**src/hdl/pidw_pkg.sv**
```systemverilog
package pidw_pkg;

    // Data format and fixed-point scaling.
    localparam int DATA_W    = 32;
    localparam int PROD_W    = 2 * DATA_W;
    localparam int FRAC_BITS = 16;

    // Pi in fixed point, rounded from a Q32 value, and the wrap period.
    localparam logic [63:0] PI_Q32 = 64'd13493037705;
    localparam logic [63:0] PI_FIX = (PI_Q32 + (64'd1 << (31 - FRAC_BITS))) >> (32 - FRAC_BITS);
    localparam logic [63:0] PERIOD = PI_FIX << 1;

    // A whole number of periods added to the error so that the remainder
    // operand is never negative.
    localparam logic [63:0] SPAN        = 64'd1 << DATA_W;
    localparam logic [63:0] WRAP_OFFSET = ((SPAN + PERIOD - 64'd1) / PERIOD) * PERIOD;
    localparam int          WRAP_W      = $clog2(SPAN + PI_FIX + WRAP_OFFSET);
    localparam int          PERIOD_W    = $clog2(PERIOD + 64'd1);
    localparam int          WRAP_STEPS  = WRAP_W - PERIOD_W + 1;
    localparam logic [WRAP_W-1:0] WRAP_BIAS = WRAP_W'(PI_FIX + WRAP_OFFSET);

    // Queue between the front and back ends.
    localparam int QUEUE_DEPTH = 32;
    localparam int QPTR_W      = $clog2(QUEUE_DEPTH);
    localparam int QCNT_W      = $clog2(QUEUE_DEPTH + 1);

    // Result queue.
    localparam int OUT_DEPTH = 8;
    localparam int OPTR_W    = $clog2(OUT_DEPTH);
    localparam int OCNT_W    = $clog2(OUT_DEPTH + 1);

    // Loop modes.
    localparam logic [1:0] MODE_POSITION = 2'd0;
    localparam logic [1:0] MODE_SPEED    = 2'd1;
    localparam logic [1:0] MODE_ANGLE    = 2'd2;

    // Configuration register indexes.
    localparam int         CFG_INDEX_W        = 3;
    localparam logic [2:0] REG_KP             = 3'd0;
    localparam logic [2:0] REG_KI             = 3'd1;
    localparam logic [2:0] REG_KD             = 3'd2;
    localparam logic [2:0] REG_INTEGRAL_LIMIT = 3'd3;
    localparam logic [2:0] REG_OUTPUT_LIMIT   = 3'd4;
    localparam logic [2:0] REG_LOOP_MODE      = 3'd5;

    typedef logic signed [DATA_W-1:0] word_t;
    typedef logic signed [PROD_W-1:0] prod_t;

    // Classified item handed from the front end to the back end.
    typedef struct packed {
        logic  clear;
        word_t err;
        word_t derr;
    } front_item_t;

    // Gains and limits used by the back end.
    typedef struct packed {
        word_t             kp;
        word_t             ki;
        word_t             kd;
        logic [DATA_W-2:0] integral_limit;
        logic [DATA_W-2:0] output_limit;
    } pidw_gain_t;

    // Saturate a wide signed value to the signed word range.
    function automatic word_t sat_wide(input prod_t v);
        word_t r;
        priority if (&v[PROD_W-1:DATA_W-1] || ~|v[PROD_W-1:DATA_W-1])
            r = v[DATA_W-1:0];
        else if (v[PROD_W-1])
            r = {1'b1, {(DATA_W-1){1'b0}}};
        else
            r = {1'b0, {(DATA_W-1){1'b1}}};
        return r;
    endfunction

endpackage

```
**src/hdl/pidw_queue.sv**
```systemverilog
module pidw_queue (
    input  logic                  clk,
    input  logic                  rst_n,
    input  logic                  wr_en,
    input  pidw_pkg::front_item_t wr_item,
    input  logic                  rd_en,
    output logic                  empty,
    output pidw_pkg::front_item_t rd_item
);
    import pidw_pkg::*;

    front_item_t       mem [QUEUE_DEPTH];
    logic [QPTR_W:0]   wr_ptr_reg;
    logic [QPTR_W:0]   rd_ptr_reg;

    // The producer holds credits, so a write never meets a full queue.
    assign empty   = (wr_ptr_reg == rd_ptr_reg);
    assign rd_item = mem[rd_ptr_reg[QPTR_W-1:0]];

    always_ff @(posedge clk or negedge rst_n)
    begin
        if (!rst_n)
        begin
            wr_ptr_reg <= '0;
            rd_ptr_reg <= '0;
        end
        else
        begin
            if (wr_en)
                wr_ptr_reg <= wr_ptr_reg + (QPTR_W+1)'(1);
            if (rd_en && !empty)
                rd_ptr_reg <= rd_ptr_reg + (QPTR_W+1)'(1);
        end
    end

    always_ff @(posedge clk)
    begin
        if (wr_en)
            mem[wr_ptr_reg[QPTR_W-1:0]] <= wr_item;
    end

endmodule

```
**config.mk**
```make
export PLATFORM = sky130hd
export DESIGN_NAME = pidw_queue
export DESIGN_NICKNAME = d
export VERILOG_FILES = /design/src/hdl/pidw_pkg.sv /design/src/hdl/pidw_queue.sv
export SDC_FILE = /design/constraint.sdc
export NUM_CORES = 2
export LEC_CHECK = 0
export BUFFER_PORTS_ARGS = -buffer_cell sky130_fd_sc_hd__buf_2
export CORE_MARGIN = 2
export CORE_UTILIZATION = 45
export DETAILED_ROUTE_END_ITERATION = 8
export RECOVER_POWER = 50
export SETUP_SLACK_MARGIN = 0.15
export SLEW_MARGIN = 15
export SYNTH_ARGS = -nofsm -noshare
export SYNTH_HDL_FRONTEND = slang
export SYNTH_SLANG_ARGS = --single-unit
```
**constraint.sdc**
```tcl
create_clock -name clk -period 9.8 [get_ports clk]
set_input_delay 1.96 -clock clk [delete_from_list [all_inputs] [get_ports clk]]
set_output_delay 1.96 -clock clk [all_outputs]
set_load 0.03 [all_outputs]
```
After elaboration in Yosys (flattened, before gate mapping):

Memories as Yosys holds them, arrays and structs flattened.
Cells that the tools add are included.

* register bits after elaboration: 12
* bits in latches: 0
* bits in writable memories: 2080
* bits in read-only memories: 0
* bits of input ports: 69
* logic and storage cells: 10
* memories kept: 1

* $add $sub $neg: 2
* multiply operators: 0
* divide/modulo/power cells: 0
* $lt $le $gt $ge: 0
* equality and inequality tests: 1
* shift-type cells: 0
* multiplexer cells: 2
* bitwise logic cells: 0
* reduce and logical (&&, ||, !) cells: 2

Memories
* mem: depth 32, bits a word 65, read ports 1, clocked after Yosys merged registers in 0, write ports 1, RTL line pidw_queue.sv:12 `front_item_t mem [QUEUE_DEPTH];`

Operators by type and width (count)
* $add A6 B1 Y6 const B: 2
* $eq A6 B6 Y1: 1
* $mux W1: 2
* $logic_and A1 B1 Y1: 1
* $logic_not A1 Y1: 1

Longest topological paths before layout:

* word-level depth: 3
* gate-level depth with buffers: 8
* depth with buffers taken out: 4

Worst setup path after synthesis:

OpenSTA, ideal clock, no wires.

* path type: input -> register
* start point: input wr_en
* end point: memory mem[3][0] (netlist bit), enable pin
* library setup time: 0.568 ns
* data arrival time: 7.064 ns
* required time: 9.232 ns
* setup slack: 2.168 ns
* stages on the path: 4
* cells stage by stage: clkbuf_1 nand2_1 or2_2 nor3_1

* longest elaborated chain between the ends: 2

Ends and longest elaborated chain
* from (decl): RTL line pidw_queue.sv:4 `input logic wr_en,`
* $mux W1: RTL line pidw_queue.sv:38 `if (wr_en)`
* $mux W1 (not written as such): RTL line pidw_queue.sv:39 `mem[wr_ptr_reg[QPTR_W-1:0]] <= wr_item;`
* to (decl): RTL line pidw_queue.sv:12

No other way between the ends.

==> run_results.csv <==
group,metric,value,unit
clock_tree,cts_tree,"built",
setup_path,cp-start-kind,"register",
detailed_routing,drt_iter0_drc,4571,
synth,synth_top_area_cell,"edfxtp_1",
final_layout,final_nets,3782,
clock_tree,cts.path.max_buffers,3,
die,dieWidth,424,um
die,core_area,176000,um^2
setup_path,cpMostUsedCell,"buf_4",
final_layout,seqCellArea,62800,um^2
worst_hold_path,worst_hold_path_type,"reg -> reg",
synth,synth_xor_xnor_area_share,0.00155,
power,clock_power_share,0.293,
final_layout,design_area,89200,um^2
power,p_seq_frac,0.416,
clock_tree,ctsResizeCount,0,
setup_path,r2r_cells,5,
clock_tree,clkTransAtPathRegs,0.06,ns
clock_tree,cts-hold-fix-buffers,0,
setup_path,r2r_slack,6.04,ns
detailed_routing,drc_errors,0,
timing,setup_viol,0,
power,fin_total_pwr,25.7,mW
grt,grt-ovfl-total,0,
worst_hold_path,whs_path_depth,1,
synth,syn-num-nets,3542,
final_layout,largest_reg_flops,2080,
worst_hold_path,hp-start,"wr_ptr_reg[5]$_DFFE_PN0P_",
die,die-area,180000,um^2
setup_path,r2r-end,"mem[19][15]$_DFFE_PP_",
detailed_routing,viasPerCell,6.07,
grt,grt_usage,0.220,
timing,setup_ws,2.79,ns
clock_tree,cts_root_buf,"clkbuf_16",
timing,fin_crit,7.01,ns
detailed_routing,wl_per_cell,31.9,um
final_layout,fillers,13700,
timing,worst_pin_slew,1.70,ns
power,p_int,17.5,mW
synth,synth_area_per_cell,22.9,um^2
timing,post-route-period-util,0.716,
setup_path,crit-reg2reg-launch,"wr_ptr_reg[0]$_DFFE_PN0P_",
timing,rsz0062_at_grt,"no",
power,switching_share,0.322,
final_layout,layout.cells.non_filler,6221,
setup_path,critPathKind,"reg -> out",
die,die_y,424,um
status,violations,"max-capacitance violations, max-slew violations",
power,p_switching,8.28,mW
synth,synthTopCellsByArea,"edfxtp_1 (79%), mux4_2 (12%), mux2i_1 (1.6%), mux2_2 (1.2%), o22ai_1 (1.0%)",
timing,clock_skew,0.0313,ns
timing,hold_slack,0.491,ns
setup_path,critPathMaxStageDelay,0.88,ns
synth,synth_warnings,0,
grt,antenna_found_initial,11,
timing,relSlewSlack,-0.139,
detailed_routing,wl,198000,um
synth,synth_compound_area_frac,0.0402,
power,ir_worst_vdd,0.257,mV
die,pin_count,135,
synth,yosys.area_share.simple,0.00551,
timing,tns,0,ns
setup_path,path_max_fanout,59,
setup_path,setup.worst_path.end_class,"output port",
synth,yosysSeqAreaShare,0.792,
placed_design,dp_cells,5838,
power,p_leak,27.6,nW
clock_tree,cts_sinks,2092,
placed_design,pre_cts_ws,3.51,ns
synth,synth-adder-area-share,0.000789,
setup_path,worstPathArrival,5.05,ns
synth,synth_top_area_frac,0.788,
detailed_routing,antenna_left,0,
die,placementRows,154,
final_layout,layout-drive-gt1-share,0.259,
final_layout,multiInputGateArea,15600,um^2
setup_path,cp_slowest_cell,"buf_4",
timing,fmax,143,MHz
timing,hold_violations,0,
clock_tree,htreeDepth,4,
flow_run,cap_violations,3,
placed_design,hpwl,99500,um
setup_path,crit_chain,"buf_4, buf_4, mux4_2, o22ai_1, a211oi_1, buf_2",
synth,synth_mux_area_frac,0.146,
synth,synth_cells,3468,
clock_tree,worstSkewPairLatency,0.83,ns
synth,netlist_area,79300,um^2
worst_hold_path,hold-path-endpoint,"wr_ptr_reg[5]$_DFFE_PN0P_",
final_layout,utilization,0.508,
timing,drv_slew,47,
setup_path,cp_data_required_time,7.84,ns
grt,grt_pass1_wl,280000,um
grt,grt_max_degree,129,
power,comb_power_share,0.292,
synth,synth_top_family_by_area,"multiplexers",
placed_design,dpl-instance-area,82900,um^2
placed_design,portBuffers,134,
clock_tree,cts_buffers,208,
placed_design,gp_congestion,0.742,
final_layout,synthToLayoutAreaGrowth,12.4,%
synth,ys_types,43,
detailed_routing,first_pass_iters,6,
clock_tree,post_cts_buffers,0,
status,run_status,"finished, violations left",
die,initial_utilization,0.452,
grt,grt_pass1_vias,37700,
detailed_routing,vias,37700,
power,power_density,289,nW/um^2
synth,yosys_register_bits,2092,
[Yosys cell counts, drive strengths merged]
master / number
nor2b: 6
edfxtp: 2080
nand3: 7
o221ai: 20
a211oi: 66
nor2: 26
a22oi: 104
xnor2: 2
o21ai: 3
nand2: 14
a21bo: 1
clkbuf: 55
and3: 2
and2: 3
inv: 3
nand2b: 4
mux2: 90
or3b: 2
dfrtp: 12
a21oi: 67
or3: 2
buf: 147
nor3: 11
mux2i: 124
a221o: 44
nand4: 1
mux4: 414
ha: 5
nand3b: 2
nor4: 1
and3b: 1
or2: 4
o22ai: 133
xor2: 12
[power by group through the flow]
stage / clock network [mW] / logic [mW] / registers [mW]
after floorplan: 0 / 5.36 / 10.7
after global placement: 0 / 7.61 / 10.9
after detailed placement: 0 / 7.62 / 10.9
after CTS: 7.67 / 7.65 / 10.7
after global routing: 8.02 / 7.92 / 10.7
final: 7.53 / 7.50 / 10.7
[worst max-delay path by stage]
stage / to / start / slack [ns]
after global routing: rd_item[30] / rd_ptr_reg[1]$_DFFE_PN0P_ / 2.59
after detailed placement: rd_item[61] / rd_ptr_reg[1]$_DFFE_PN0P_ / 3.51
after global placement: rd_item[61] / rd_ptr_reg[1]$_DFFE_PN0P_ / 3.52
final: rd_item[30] / rd_ptr_reg[1]$_DFFE_PN0P_ / 2.79
after floorplan: mem[3][0]$_DFFE_PP_ / wr_en / 2.17
after CTS: rd_item[61] / rd_ptr_reg[1]$_DFFE_PN0P_ / 2.59
[cells by family after synthesis]
kind of cell,after synthesis
compound gates,438
xor+xnor,14
fa+ha+maj,5
buf+inv,205
flops,2092
mux,628
simple gates,86
[layout make-up]
cell class / count / area share
clock inverter: 118 / 0.0111
sequential: 2092 / 0.704
multi-input combinational: 1171 / 0.175
antenna: 3 / 0.0000842
timing repair buffer: 232 / 0.0156
inverter: 3 / 0.000126
clock buffer: 262 / 0.0609
tap: 2340 / 0.0328
[worst max-delay path, delay by kind of cell, from the launching register on]
family	cells	cell delay, ns
buffers and inverters	3	2.07
AOI/OAI and AO/OA	2	0.87
muxes	1	0.35
DFF	1	0.85
[per-layer routing]
| metal | up-vias | GRT usage | wire length (um) |
|---|---|---|---|
| met5 | - | 0 | 40 |
| met4 | 6 | 0.0550 | 4400 |
| met3 | 284 | 0.0405 | 14300 |
| met2 | 1526 | 0.356 | 97100 |
| met1 | 20500 | 0.311 | 82400 |
| li1 | 15400 | - | - |
[cells in the final DEF, fill, tap and decap left out, types with 44 or more instances in the layout]
| cell | n |
|---|---|
| mux2i_1 | 124 |
| a21oi_1 | 67 |
| clkbuf_1 | 122 |
| mux4_2 | 414 |
| a221o_1 | 44 |
| clkinv_1 | 51 |
| buf_4 | 90 |
| buf_2 | 67 |
| edfxtp_1 | 2080 |
| a22oi_1 | 104 |
| clkbuf_16 | 209 |
| mux2_2 | 82 |
| o22ai_1 | 133 |
| a211oi_1 | 46 |
No activity file was read; power rests on OpenSTA's default activity.
