File: src/hdl/pidw_pkg.sv
package pidw_pkg;

    // Data format and fixed-point scaling.
    localparam int DATA_W    = 32;
    localparam int PROD_W    = 2 * DATA_W;
    localparam int FRAC_BITS = 16;

    // Pi in fixed point, rounded from a Q32 value, and the wrap period.
    localparam logic [63:0] PI_Q32 = 64'd13493037705;
    localparam logic [63:0] PI_FIX = (PI_Q32 + (64'd1 << (31 - FRAC_BITS))) >> (32 - FRAC_BITS);
    localparam logic [63:0] PERIOD = PI_FIX << 1;

    // A whole number of periods added to the error so that the remainder
    // operand is never negative.
    localparam logic [63:0] SPAN        = 64'd1 << DATA_W;
    localparam logic [63:0] WRAP_OFFSET = ((SPAN + PERIOD - 64'd1) / PERIOD) * PERIOD;
    localparam int          WRAP_W      = $clog2(SPAN + PI_FIX + WRAP_OFFSET);
    localparam int          PERIOD_W    = $clog2(PERIOD + 64'd1);
    localparam int          WRAP_STEPS  = WRAP_W - PERIOD_W + 1;
    localparam logic [WRAP_W-1:0] WRAP_BIAS = WRAP_W'(PI_FIX + WRAP_OFFSET);

    // Queue between the front and back ends.
    localparam int QUEUE_DEPTH = 32;
    localparam int QPTR_W      = $clog2(QUEUE_DEPTH);
    localparam int QCNT_W      = $clog2(QUEUE_DEPTH + 1);

    // Result queue.
    localparam int OUT_DEPTH = 8;
    localparam int OPTR_W    = $clog2(OUT_DEPTH);
    localparam int OCNT_W    = $clog2(OUT_DEPTH + 1);

    // Loop modes.
    localparam logic [1:0] MODE_POSITION = 2'd0;
    localparam logic [1:0] MODE_SPEED    = 2'd1;
    localparam logic [1:0] MODE_ANGLE    = 2'd2;

    // Configuration register indexes.
    localparam int         CFG_INDEX_W        = 3;
    localparam logic [2:0] REG_KP             = 3'd0;
    localparam logic [2:0] REG_KI             = 3'd1;
    localparam logic [2:0] REG_KD             = 3'd2;
    localparam logic [2:0] REG_INTEGRAL_LIMIT = 3'd3;
    localparam logic [2:0] REG_OUTPUT_LIMIT   = 3'd4;
    localparam logic [2:0] REG_LOOP_MODE      = 3'd5;

    typedef logic signed [DATA_W-1:0] word_t;
    typedef logic signed [PROD_W-1:0] prod_t;

    // Classified item handed from the front end to the back end.
    typedef struct packed {
        logic  clear;
        word_t err;
        word_t derr;
    } front_item_t;

    // Gains and limits used by the back end.
    typedef struct packed {
        word_t             kp;
        word_t             ki;
        word_t             kd;
        logic [DATA_W-2:0] integral_limit;
        logic [DATA_W-2:0] output_limit;
    } pidw_gain_t;

    // Saturate a wide signed value to the signed word range.
    function automatic word_t sat_wide(input prod_t v);
        word_t r;
        priority if (&v[PROD_W-1:DATA_W-1] || ~|v[PROD_W-1:DATA_W-1])
            r = v[DATA_W-1:0];
        else if (v[PROD_W-1])
            r = {1'b1, {(DATA_W-1){1'b0}}};
        else
            r = {1'b0, {(DATA_W-1){1'b1}}};
        return r;
    endfunction

endpackage

File: src/hdl/pidw_front.sv
module pidw_front (
    input  logic                 clk,
    input  logic                 rst_n,
    input  logic                 push,
    output logic                 full,
    input  pidw_pkg::word_t      setpoint,
    input  pidw_pkg::word_t      feedback,
    input  logic                 clear,
    input  logic [1:0]           loop_mode,
    input  logic                 q_pop,
    output logic                 q_push,
    output pidw_pkg::front_item_t q_item
);
    import pidw_pkg::*;

    logic                    accept;
    logic [QCNT_W-1:0]       credit_reg;
    logic [QCNT_W-1:0]       credit_next;

    logic                    a_valid_reg;
    logic                    a_clear_reg;
    logic signed [DATA_W:0]  a_diff_reg;
    logic [WRAP_W-1:0]       wrap_base;

    logic                    red_valid_reg [WRAP_STEPS+1];
    logic                    red_clear_reg [WRAP_STEPS+1];
    word_t                   red_sat_reg   [WRAP_STEPS+1];
    logic [WRAP_W-1:0]       red_rem_reg   [WRAP_STEPS+1];

    logic                    e_valid_reg;
    logic                    e_clear_reg;
    word_t                   e_err_reg;
    word_t                   wrapped_err;
    word_t                   prev_err_reg;
    logic signed [DATA_W:0]  derr_wide;
    word_t                   derr;
    logic                    deriv_on;

    logic                    f_valid_reg;
    front_item_t             f_item_reg;

    // Credits cover items in this pipeline and items waiting in the queue.
    assign full   = (credit_reg == QCNT_W'(QUEUE_DEPTH));
    assign accept = push && !full;

    always_comb
    begin
        credit_next = credit_reg + QCNT_W'(accept) - QCNT_W'(q_pop);
    end

    always_ff @(posedge clk or negedge rst_n)
    begin
        if (!rst_n)
            credit_reg <= '0;
        else
            credit_reg <= credit_next;
    end

    // Capture a transaction and form the exact difference.
    always_ff @(posedge clk or negedge rst_n)
    begin
        if (!rst_n)
            a_valid_reg <= 1'b0;
        else
            a_valid_reg <= accept;
    end

    always_ff @(posedge clk)
    begin
        a_clear_reg <= clear;
        a_diff_reg  <= {setpoint[DATA_W-1], setpoint} - {feedback[DATA_W-1], feedback};
    end

    // Saturated error and the biased, non-negative operand for the wrap.
    assign wrap_base = {{(WRAP_W-DATA_W-1){a_diff_reg[DATA_W]}}, a_diff_reg} + WRAP_BIAS;

    always_ff @(posedge clk or negedge rst_n)
    begin
        if (!rst_n)
            red_valid_reg[0] <= 1'b0;
        else
            red_valid_reg[0] <= a_valid_reg;
    end

    always_ff @(posedge clk)
    begin
        red_clear_reg[0] <= a_clear_reg;
        red_sat_reg[0]   <= sat_wide(PROD_W'(a_diff_reg));
        red_rem_reg[0]   <= wrap_base;
    end

    // Restoring reduction modulo the period, one shifted period per stage.
    for (genvar j = 1; j <= WRAP_STEPS; j++)
    begin : g_reduce
        localparam logic [WRAP_W-1:0] STEP_SUB = WRAP_W'(PERIOD << (WRAP_STEPS - j));

        always_ff @(posedge clk or negedge rst_n)
        begin
            if (!rst_n)
                red_valid_reg[j] <= 1'b0;
            else
                red_valid_reg[j] <= red_valid_reg[j-1];
        end

        always_ff @(posedge clk)
        begin
            red_clear_reg[j] <= red_clear_reg[j-1];
            red_sat_reg[j]   <= red_sat_reg[j-1];
            if (red_rem_reg[j-1] >= STEP_SUB)
                red_rem_reg[j] <= red_rem_reg[j-1] - STEP_SUB;
            else
                red_rem_reg[j] <= red_rem_reg[j-1];
        end
    end

    // Select the wrapped or the saturated error by loop mode.
    assign wrapped_err = word_t'(red_rem_reg[WRAP_STEPS][DATA_W-1:0])
                         - word_t'(PI_FIX[DATA_W-1:0]);

    always_ff @(posedge clk or negedge rst_n)
    begin
        if (!rst_n)
            e_valid_reg <= 1'b0;
        else
            e_valid_reg <= red_valid_reg[WRAP_STEPS];
    end

    always_ff @(posedge clk)
    begin
        e_clear_reg <= red_clear_reg[WRAP_STEPS];
        if (loop_mode == MODE_ANGLE)
            e_err_reg <= wrapped_err;
        else
            e_err_reg <= red_sat_reg[WRAP_STEPS];
    end

    // Error difference against the previous item, in item order; zero unless in speed or angle mode.
    assign deriv_on  = (loop_mode == MODE_SPEED) || (loop_mode == MODE_ANGLE);
    assign derr_wide = {e_err_reg[DATA_W-1], e_err_reg} - {prev_err_reg[DATA_W-1], prev_err_reg};
    assign derr      = deriv_on ? sat_wide(PROD_W'(derr_wide)) : '0;

    always_ff @(posedge clk or negedge rst_n)
    begin
        if (!rst_n)
        begin
            prev_err_reg <= '0;
            f_valid_reg  <= 1'b0;
        end
        else
        begin
            f_valid_reg <= e_valid_reg;
            if (e_valid_reg)
                prev_err_reg <= e_clear_reg ? '0 : e_err_reg;
        end
    end

    always_ff @(posedge clk)
    begin
        f_item_reg.clear <= e_clear_reg;
        f_item_reg.err   <= e_err_reg;
        f_item_reg.derr  <= derr;
    end

    assign q_push = f_valid_reg;
    assign q_item = f_item_reg;

endmodule

File: config.mk
export PLATFORM = sky130hd
export DESIGN_NAME = pidw_front
export DESIGN_NICKNAME = d
export VERILOG_FILES = /design/src/hdl/pidw_pkg.sv /design/src/hdl/pidw_front.sv
export SDC_FILE = /design/constraint.sdc
export NUM_CORES = 2
export LEC_CHECK = 0
export ABC_AREA = 1
export BUFFER_PORTS_ARGS = -buffer_cell sky130_fd_sc_hd__buf_2
export CORE_ASPECT_RATIO = 0.9
export CORE_UTILIZATION = 37
export CTS_CLUSTER_SIZE = 12
export DETAILED_ROUTE_END_ITERATION = 8
export GPL_TIMING_DRIVEN = 0
export HOLD_SLACK_MARGIN = 0.1
export PLACE_DENSITY_LB_ADDON = 0.05
export SETUP_SLACK_MARGIN = 0.1
export SYNTH_ARGS = -nofsm -noshare
export SYNTH_HDL_FRONTEND = slang
export SYNTH_SLANG_ARGS = --single-unit
File: constraint.sdc
create_clock -name clk -period 2.1 [get_ports clk]
set_input_delay 0.525 -clock clk [delete_from_list [all_inputs] [get_ports clk]]
set_output_delay 0.525 -clock clk [all_outputs]
set_load 0.05 [all_outputs]
# After elaboration in Yosys (flattened, before gate mapping)
# Memories as Yosys holds them, arrays and structs flattened. A register that Yosys moved wholly into a read port is not among the register bits.
# Index checks and enable logic that the tools add are counted.
dict set report word_totals {
  ff_bits 189
  mem_bits_rw 1139
  inputBits 71
  output_inout_bits 67
  wordCells 169
  n_memories 3
}
dict set report op_classes {
  addsub 22
  n_lt_le_gt_ge 16
  eq_ne 3
  n_mux 70
  bitwise 16
  reduce_logical 11
}
# memory words width rd rd_clocked_by_memory_dff write_ports line
set memory_table {}
lappend memory_table {red_rem_reg 17 34 17 0 17 pidw_front.sv:28} ;# logic [WRAP_W-1:0] red_rem_reg [WRAP_STEPS+1];
lappend memory_table {red_sat_reg 17 32 17 0 17 pidw_front.sv:27} ;# word_t red_sat_reg [WRAP_STEPS+1];
lappend memory_table {red_clear_reg 17 1 17 1 17 pidw_front.sv:26} ;# logic red_clear_reg [WRAP_STEPS+1];
# operator count
set ops {}
lappend ops {{$mux 34} 16}
lappend ops {{$mux 32} 6}
lappend ops {{$sub 32x32->33} 2}
lappend ops {{$mux 1} 48}
lappend ops {{$add 34x33->34 const B} 1}
lappend ops {{$ge 34x19->1 const B} 1}
lappend ops {{$ge 34x20->1 const B} 1}
lappend ops {{$ge 34x21->1 const B} 1}
lappend ops {{$ge 34x22->1 const B} 1}
lappend ops {{$ge 34x23->1 const B} 1}
lappend ops {{$ge 34x24->1 const B} 1}
lappend ops {{$ge 34x25->1 const B} 1}
lappend ops {{$ge 34x26->1 const B} 1}
lappend ops {{$ge 34x27->1 const B} 1}
lappend ops {{$ge 34x28->1 const B} 1}
lappend ops {{$ge 34x29->1 const B} 1}
lappend ops {{$ge 34x30->1 const B} 1}
lappend ops {{$ge 34x31->1 const B} 1}
lappend ops {{$ge 34x32->1 const B} 1}
lappend ops {{$ge 34x33->1 const B} 1}
lappend ops {{$ge 34x34->1 const B} 1}
lappend ops {{$sub 34x19->34 const B} 1}
lappend ops {{$sub 34x20->34 const B} 1}
lappend ops {{$sub 34x21->34 const B} 1}
lappend ops {{25 further kinds} 46}

# Depth between registers and ports, before layout
dict set report depth {
  depth_word 5
  mapped_depth 18
  depth_no_buf 17
}

# Least setup slack after synthesis
# Ideal clock, no wire load.
dict set report synth_path {
  kind {reg2reg}
  startpoint {reg credit_reg[2]}
  endpoint {reg credit_reg[5]}
  setup_ps 80
  arrival_time_ps 2707
  required_ps 2020
  path_slack_ps -687
  stages_incl_launch_ff 13
  path_buffers 0
  synth_period_minus_slack_ps 2787
  path_cell_list {dfrtp_1 -> inv_1 -> ha_1 -> nand2_1 -> nor3_1 -> nor2_1 -> ha_1 -> a31oi_1 -> nor2_1 -> nor2_1 -> nor2_1 -> nor2_1 -> xnor2_1}
}
dict set report synth_via {
  elab_chain_len 5
}
# item line
set synth_lines {}
lappend synth_lines {{start: declaration} pidw_front.sv:17} ;# logic [QCNT_W-1:0] credit_reg;
lappend synth_lines {{start signal: assignment} pidw_front.sv:56} ;# credit_reg <= credit_next;
lappend synth_lines {{$eq 6x6->1} pidw_front.sv:43} ;# assign full = (credit_reg == QCNT_W'(QUEUE_DEPTH));
lappend synth_lines {{net full} pidw_front.sv:5} ;# output logic full,
lappend synth_lines {{$logic_not 1->1} pidw_front.sv:44} ;# assign accept = push && !full;
lappend synth_lines {{$logic_and 1x1->1} pidw_front.sv:44}
lappend synth_lines {{net accept} pidw_front.sv:16} ;# logic accept;
lappend synth_lines {{$add 6x1->6} pidw_front.sv:48} ;# credit_next = credit_reg + QCNT_W'(accept) - QCNT_W'(q_pop);
lappend synth_lines {{$sub 6x1->6} pidw_front.sv:48}
lappend synth_lines {{net credit_next[5]} pidw_front.sv:18} ;# logic [QCNT_W-1:0] credit_next;
# The timed path passes the listed nets, and every way through them passes these cells.
# A chain may end at the register's enable or synchronous reset.

# Worst setup path in the final report
dict set report layout_path {
  startpoint {reg e_err_reg[0]}
  endpoint {reg f_item_reg, in the netlist q_item[30]}
}
dict set report layout_via {
  elab_chain_len 5
  elab_cells_between_ends 7
  classes_between {add/sub: 1; mux: 2; reduce/logical: 4}
}
# item line
set layout_lines {}
lappend layout_lines {{start: declaration} pidw_front.sv:32} ;# word_t e_err_reg;
lappend layout_lines {{start signal: assignment} pidw_front.sv:132} ;# e_err_reg <= wrapped_err;
lappend layout_lines {{start signal: assignment} pidw_front.sv:134} ;# e_err_reg <= red_sat_reg[WRAP_STEPS];
lappend layout_lines {{$sub 32x32->33 (*)} pidw_front.sv:139} ;# assign derr_wide = {e_err_reg[DATA_W-1], e_err_reg} - {prev_err_reg[DATA_W-1], prev_err_reg};
lappend layout_lines {{$reduce_or 2->1} pidw_pkg.sv:68} ;# priority if (&v[PROD_W-1:DATA_W-1] || ~|v[PROD_W-1:DATA_W-1])
lappend layout_lines {{$logic_not 1->1} pidw_pkg.sv:68}
lappend layout_lines {{$logic_or 1x1->1} pidw_pkg.sv:68}
lappend layout_lines {{$mux 32 (*)} pidw_pkg.sv:68}
lappend layout_lines {{end: declaration} pidw_front.sv:40} ;# front_item_t f_item_reg;
# Every way passes the cells marked *; elsewhere a longest branch is shown, timed or not.

==> summary.md <==
| Metric | Value |
|---|---|
| Status | finished with violations |
| Failing checks | setup timing |
| Area of the die | 0.130 sq mm |
| Iter 0 DRT Violations | ~1900 |
| Max Cap Viol | 0 |
| Cell Pwr Density | between 1500 and 2000 mW/mm^2 |
| Post-Route Utilization | roughly 45% |
| Worst r2r src | e_err_reg[0] |
| Antenna violations before repair | 5 |
| Setup-failing EPs final | 32 |
| IO Pins | 138 |
| Rows | between 100 and 150 |
| Final setup margin | -0.260 ns |
| Max VDD drop | a little over 0.0009 V |
| Place WS | -0.800 ns |
| Hold Crit Class | input port to register |
| Vias in the first global route | between 30000 and 40000 |
| Synth cell types | 60 |
| # DRC | 0 |
| Diode count | 0 |
| Largest net degree at the start of global routing | 59 |
| Int Pwr | approximately 64 mW |
| Clock power frac | roughly a quarter |
| Inserted Clock Buffers | approximately 140 |
| Max reg flops | 576 |
| Critical Path Start Type | register |
| CTS tree | yes |
| Netlist Area Pre-Place | around 0.047 sq mm |
| First-pass GRT wire length | between 150000 and 200000 microns |
| Hold path startpoint | setpoint[9] |
| Gr usage total | between 15 and 20% |
| Core area | 0.127 sq mm |
| RSZ-0062 raised after global routing | yes |
| Worst-path maximum fanout | 6 |
| Synthesis-stage register bit count | between 1000 and 1500 |
| Fmax | between 400 and 500 MHz |
| RePlAce Congestion | a little under 0.9 |
| Post-synth top area share | approximately 54% |
| Vias per inst | around 4.5 |
| Final hold slack | about 0.18 ns |
| Met3 wire length | approximately 4400 microns |
| Total iterations of the first detailed-routing run | 5 |
| Layout Area Growth over Synthesis | 20.9% |
| Slew margin rel. | about 45% |
| # placed instances | approximately 7300 |
| Initial Util | a little under two fifths |
| PortBufs | 137 |
| Slew Viols, Final | 0 |
| Crit path from | e_err_reg[0] |
| Synth Flop Type | dfxtp_1 |
| Root Driver | clkbuf_16 |
| Nets@finish | approximately 6000 |
| H-tree Lvls | 4 |
| Setup CP Type | register to register |
| Reg clk slew, reported paths | roughly 0.06 ns |
| Max layer used | met5 |
| M1 WL | ~54000 microns |
| Combinational Power Share | between 30% and 40% |
| Sequential power share | between 40% and 50% |
| TNS Setup | -7.31 ns |
| HPWL after DPL | roughly 84000 microns |
| Warnings, synthesis | 0 |
| Total grt overflow | 0 |
| Req. time, crit path | between 2 and 3 ns |
| Sequential fraction of the synthesis area | around 57% |
| Metal2 WL | between 40000 and 50000 microns |
| Switching share of power | roughly 38% |
| Mean Syn Cell Area | about 8.7 sq um |
| Synth area leader | dfxtp_1 |
| Post-route minimum period | about 2.4 ns |
| WP data arrival | about 3.0 ns |
| Syn Nets | between 5000 and 6000 |
| Number of flops mapped to enable cells by yosys | 0 |
| WL per Instance | roughly 14 microns |
| Clk_skew | ~0.037 ns |
| Part of the cycle the worst path needs | 112% |
| Routed wire length | about 110000 microns |
| Die H | between 300 and 400 microns |
| Top post-synthesis cells by area | dfxtp_1 54%, nand2_1 9.0%, inv_1 5.6% |
| Fin cells | 7605 |
| Async SR Flop Fraction | under 10% |
| Worst skew pair latency | approximately 0.76 ns |
| Synth Instances | approximately 5400 |
| Share of cells above drive strength 1 | between 15 and 20% |
| Post-route ant nets | 0 |
| P_leak | approximately 26 nW |
| Slew @ Worst Pin | between 0.8 and 0.9 ns |
| Deepest clock path buffer count | 3 |
| Final hold viol count | 0 |
| Die width | 380 microns |
| Critical Path End Type | register |
| P_sw | approximately 38 mW |
| DR vias | 34200 |
| Clock sinks | 1327 |
-- final timing paths --
| kind | endpoint | slack (ns) | cells after the start |
|---|---|---|---|
| min in group asynchronous | prev_err_reg[1] | 0.41 | 2 |
| min reg2reg | red_sat_reg[0][182] | 0.31 | 0 |
| min | a_diff_reg[9] | 0.18 | 3 |
| max in group asynchronous | credit_reg[2] | 1.09 | 2 |
| max reg2reg | q_item[30] | -0.26 | 19 |
| max | q_item[30] | -0.26 | 19 |
-- worst max-delay path: stages (launching register included) --
cell and delay (ns):
dfxtp_4 0.37, inv_4 0.04, ha_4 0.15, fa_2 0.34, inv_2 0.08, nand2_2 0.05, nand2_2 0.07, nand3_2 0.06
nand2_2 0.09, nand2_2 0.07, nand2_4 0.10, nand2_4 0.07, nand2_4 0.06, nand2_4 0.05, nand2_4 0.10, buf_6 0.12
nand2_8 0.08, buf_8 0.15, a21oi_2 0.12, nor2_1 0.05
-- cell usage after synthesis, drive strengths merged (3+ instances only) --
cell type,number
a211oi,4
a21boi,6
a21o,4
a21oi,227
a31oi,25
a41oi,3
and3,5
buf,39
clkbuf,23
dfrtp,58
dfxtp,1269
fa,3
ha,94
inv,723
nand2,1164
nand3,293
nand3b,16
nand4,72
nor2,556
nor3,91
nor4,41
o2111ai,5
o211ai,15
o21a,10
o21ai,257
o21bai,16
o22ai,5
o31ai,6
or2,34
xnor2,86
xor2,286
-- repair_timing --
item                                    4_1_cts  5_1_grt
pin swaps                                    31       63
hold buffers                                  5        0
buffers inserted                             36       49
hold endpoints to repair                     62        0
resized for setup                           186      315
endpoints found under the setup margin      195      376
cloned                                        3        5
-- power groups by stage --
stage	Combinational, mW	Sequential (mW)	Clock, mW
after floorplan	22.0	42.7	0
after global placement	31.3	43.0	0
after detailed placement	31.2	43.2	0
after CTS	33.4	42.8	25.0
after global routing	39.7	44.3	26.1
final	35.3	42.9	24.0
-- per-layer routing --
layer	track usage (%)	up-vias
met5	0	-
met4	5.73	2
met3	2.74	192
met2	26.4	578
met1	23.2	15500
li1	-	18000
-- per-stage QoR --
| step | total power, mW | cell area (sq um) |
|---|---|---|
| final | 102 | 57400 |
| after floorplan | 64.7 | 47600 |
| after global placement | 74.3 | 50400 |
| after CTS | 101 | 55900 |
| after global routing | 110 | 57400 |
| after detailed placement | 74.4 | 50400 |
-- cell usage in the layout (no fill, tap or decap), types with 16 or more instances in the layout --
master     instances
nor3_1            71
nand2_4           26
ha_2              16
nand3b_1          16
a31oi_1           22
ha_4              23
inv_1            685
ha_1              55
a21oi_1          154
or2_2             29
nand3_2           19
a21oi_2           62
nand2_2           71
xnor2_1           81
nand3_1          273
clkbuf_1          45
buf_2            141
buf_4             90
o21ai_0          224
buf_6             20
nand2_1         1066
dfxtp_2           42
clkbuf_16        145
inv_2             31
nor2_1           494
nor2_2            47
nand4_1           72
dfrtp_1           58
xor2_1           280
dfxtp_1         1222
nor4_1            32
-- layout make-up --
type / count / area (sq um)
Fill cell: 12300 / 69700
Sequential cell: 1327 / 26900
Multi-Input combinational cell: 3336 / 19100
Clock buffer: 183 / 3890
Inverter: 723 / 2740
Tap cell: 1701 / 2130
Timing Repair Buffer: 230 / 1470
Clock inverter: 43 / 671
Buffer: 62 / 498
-- logic make-up (layout without fill, tap and decap cells) --
logic type	after synthesis	after routing	share of synthesized area [%]
fa+ha+maj	97	97	2.60
compound gates	589	590	7.01
mux	2	2	0.0474
xor+xnor	372	372	6.86
buf+inv	785	1241	6.49
simple gates	2274	2275	20.4
flops	1327	1327	56.6
Power figures use the tool's default switching activity.
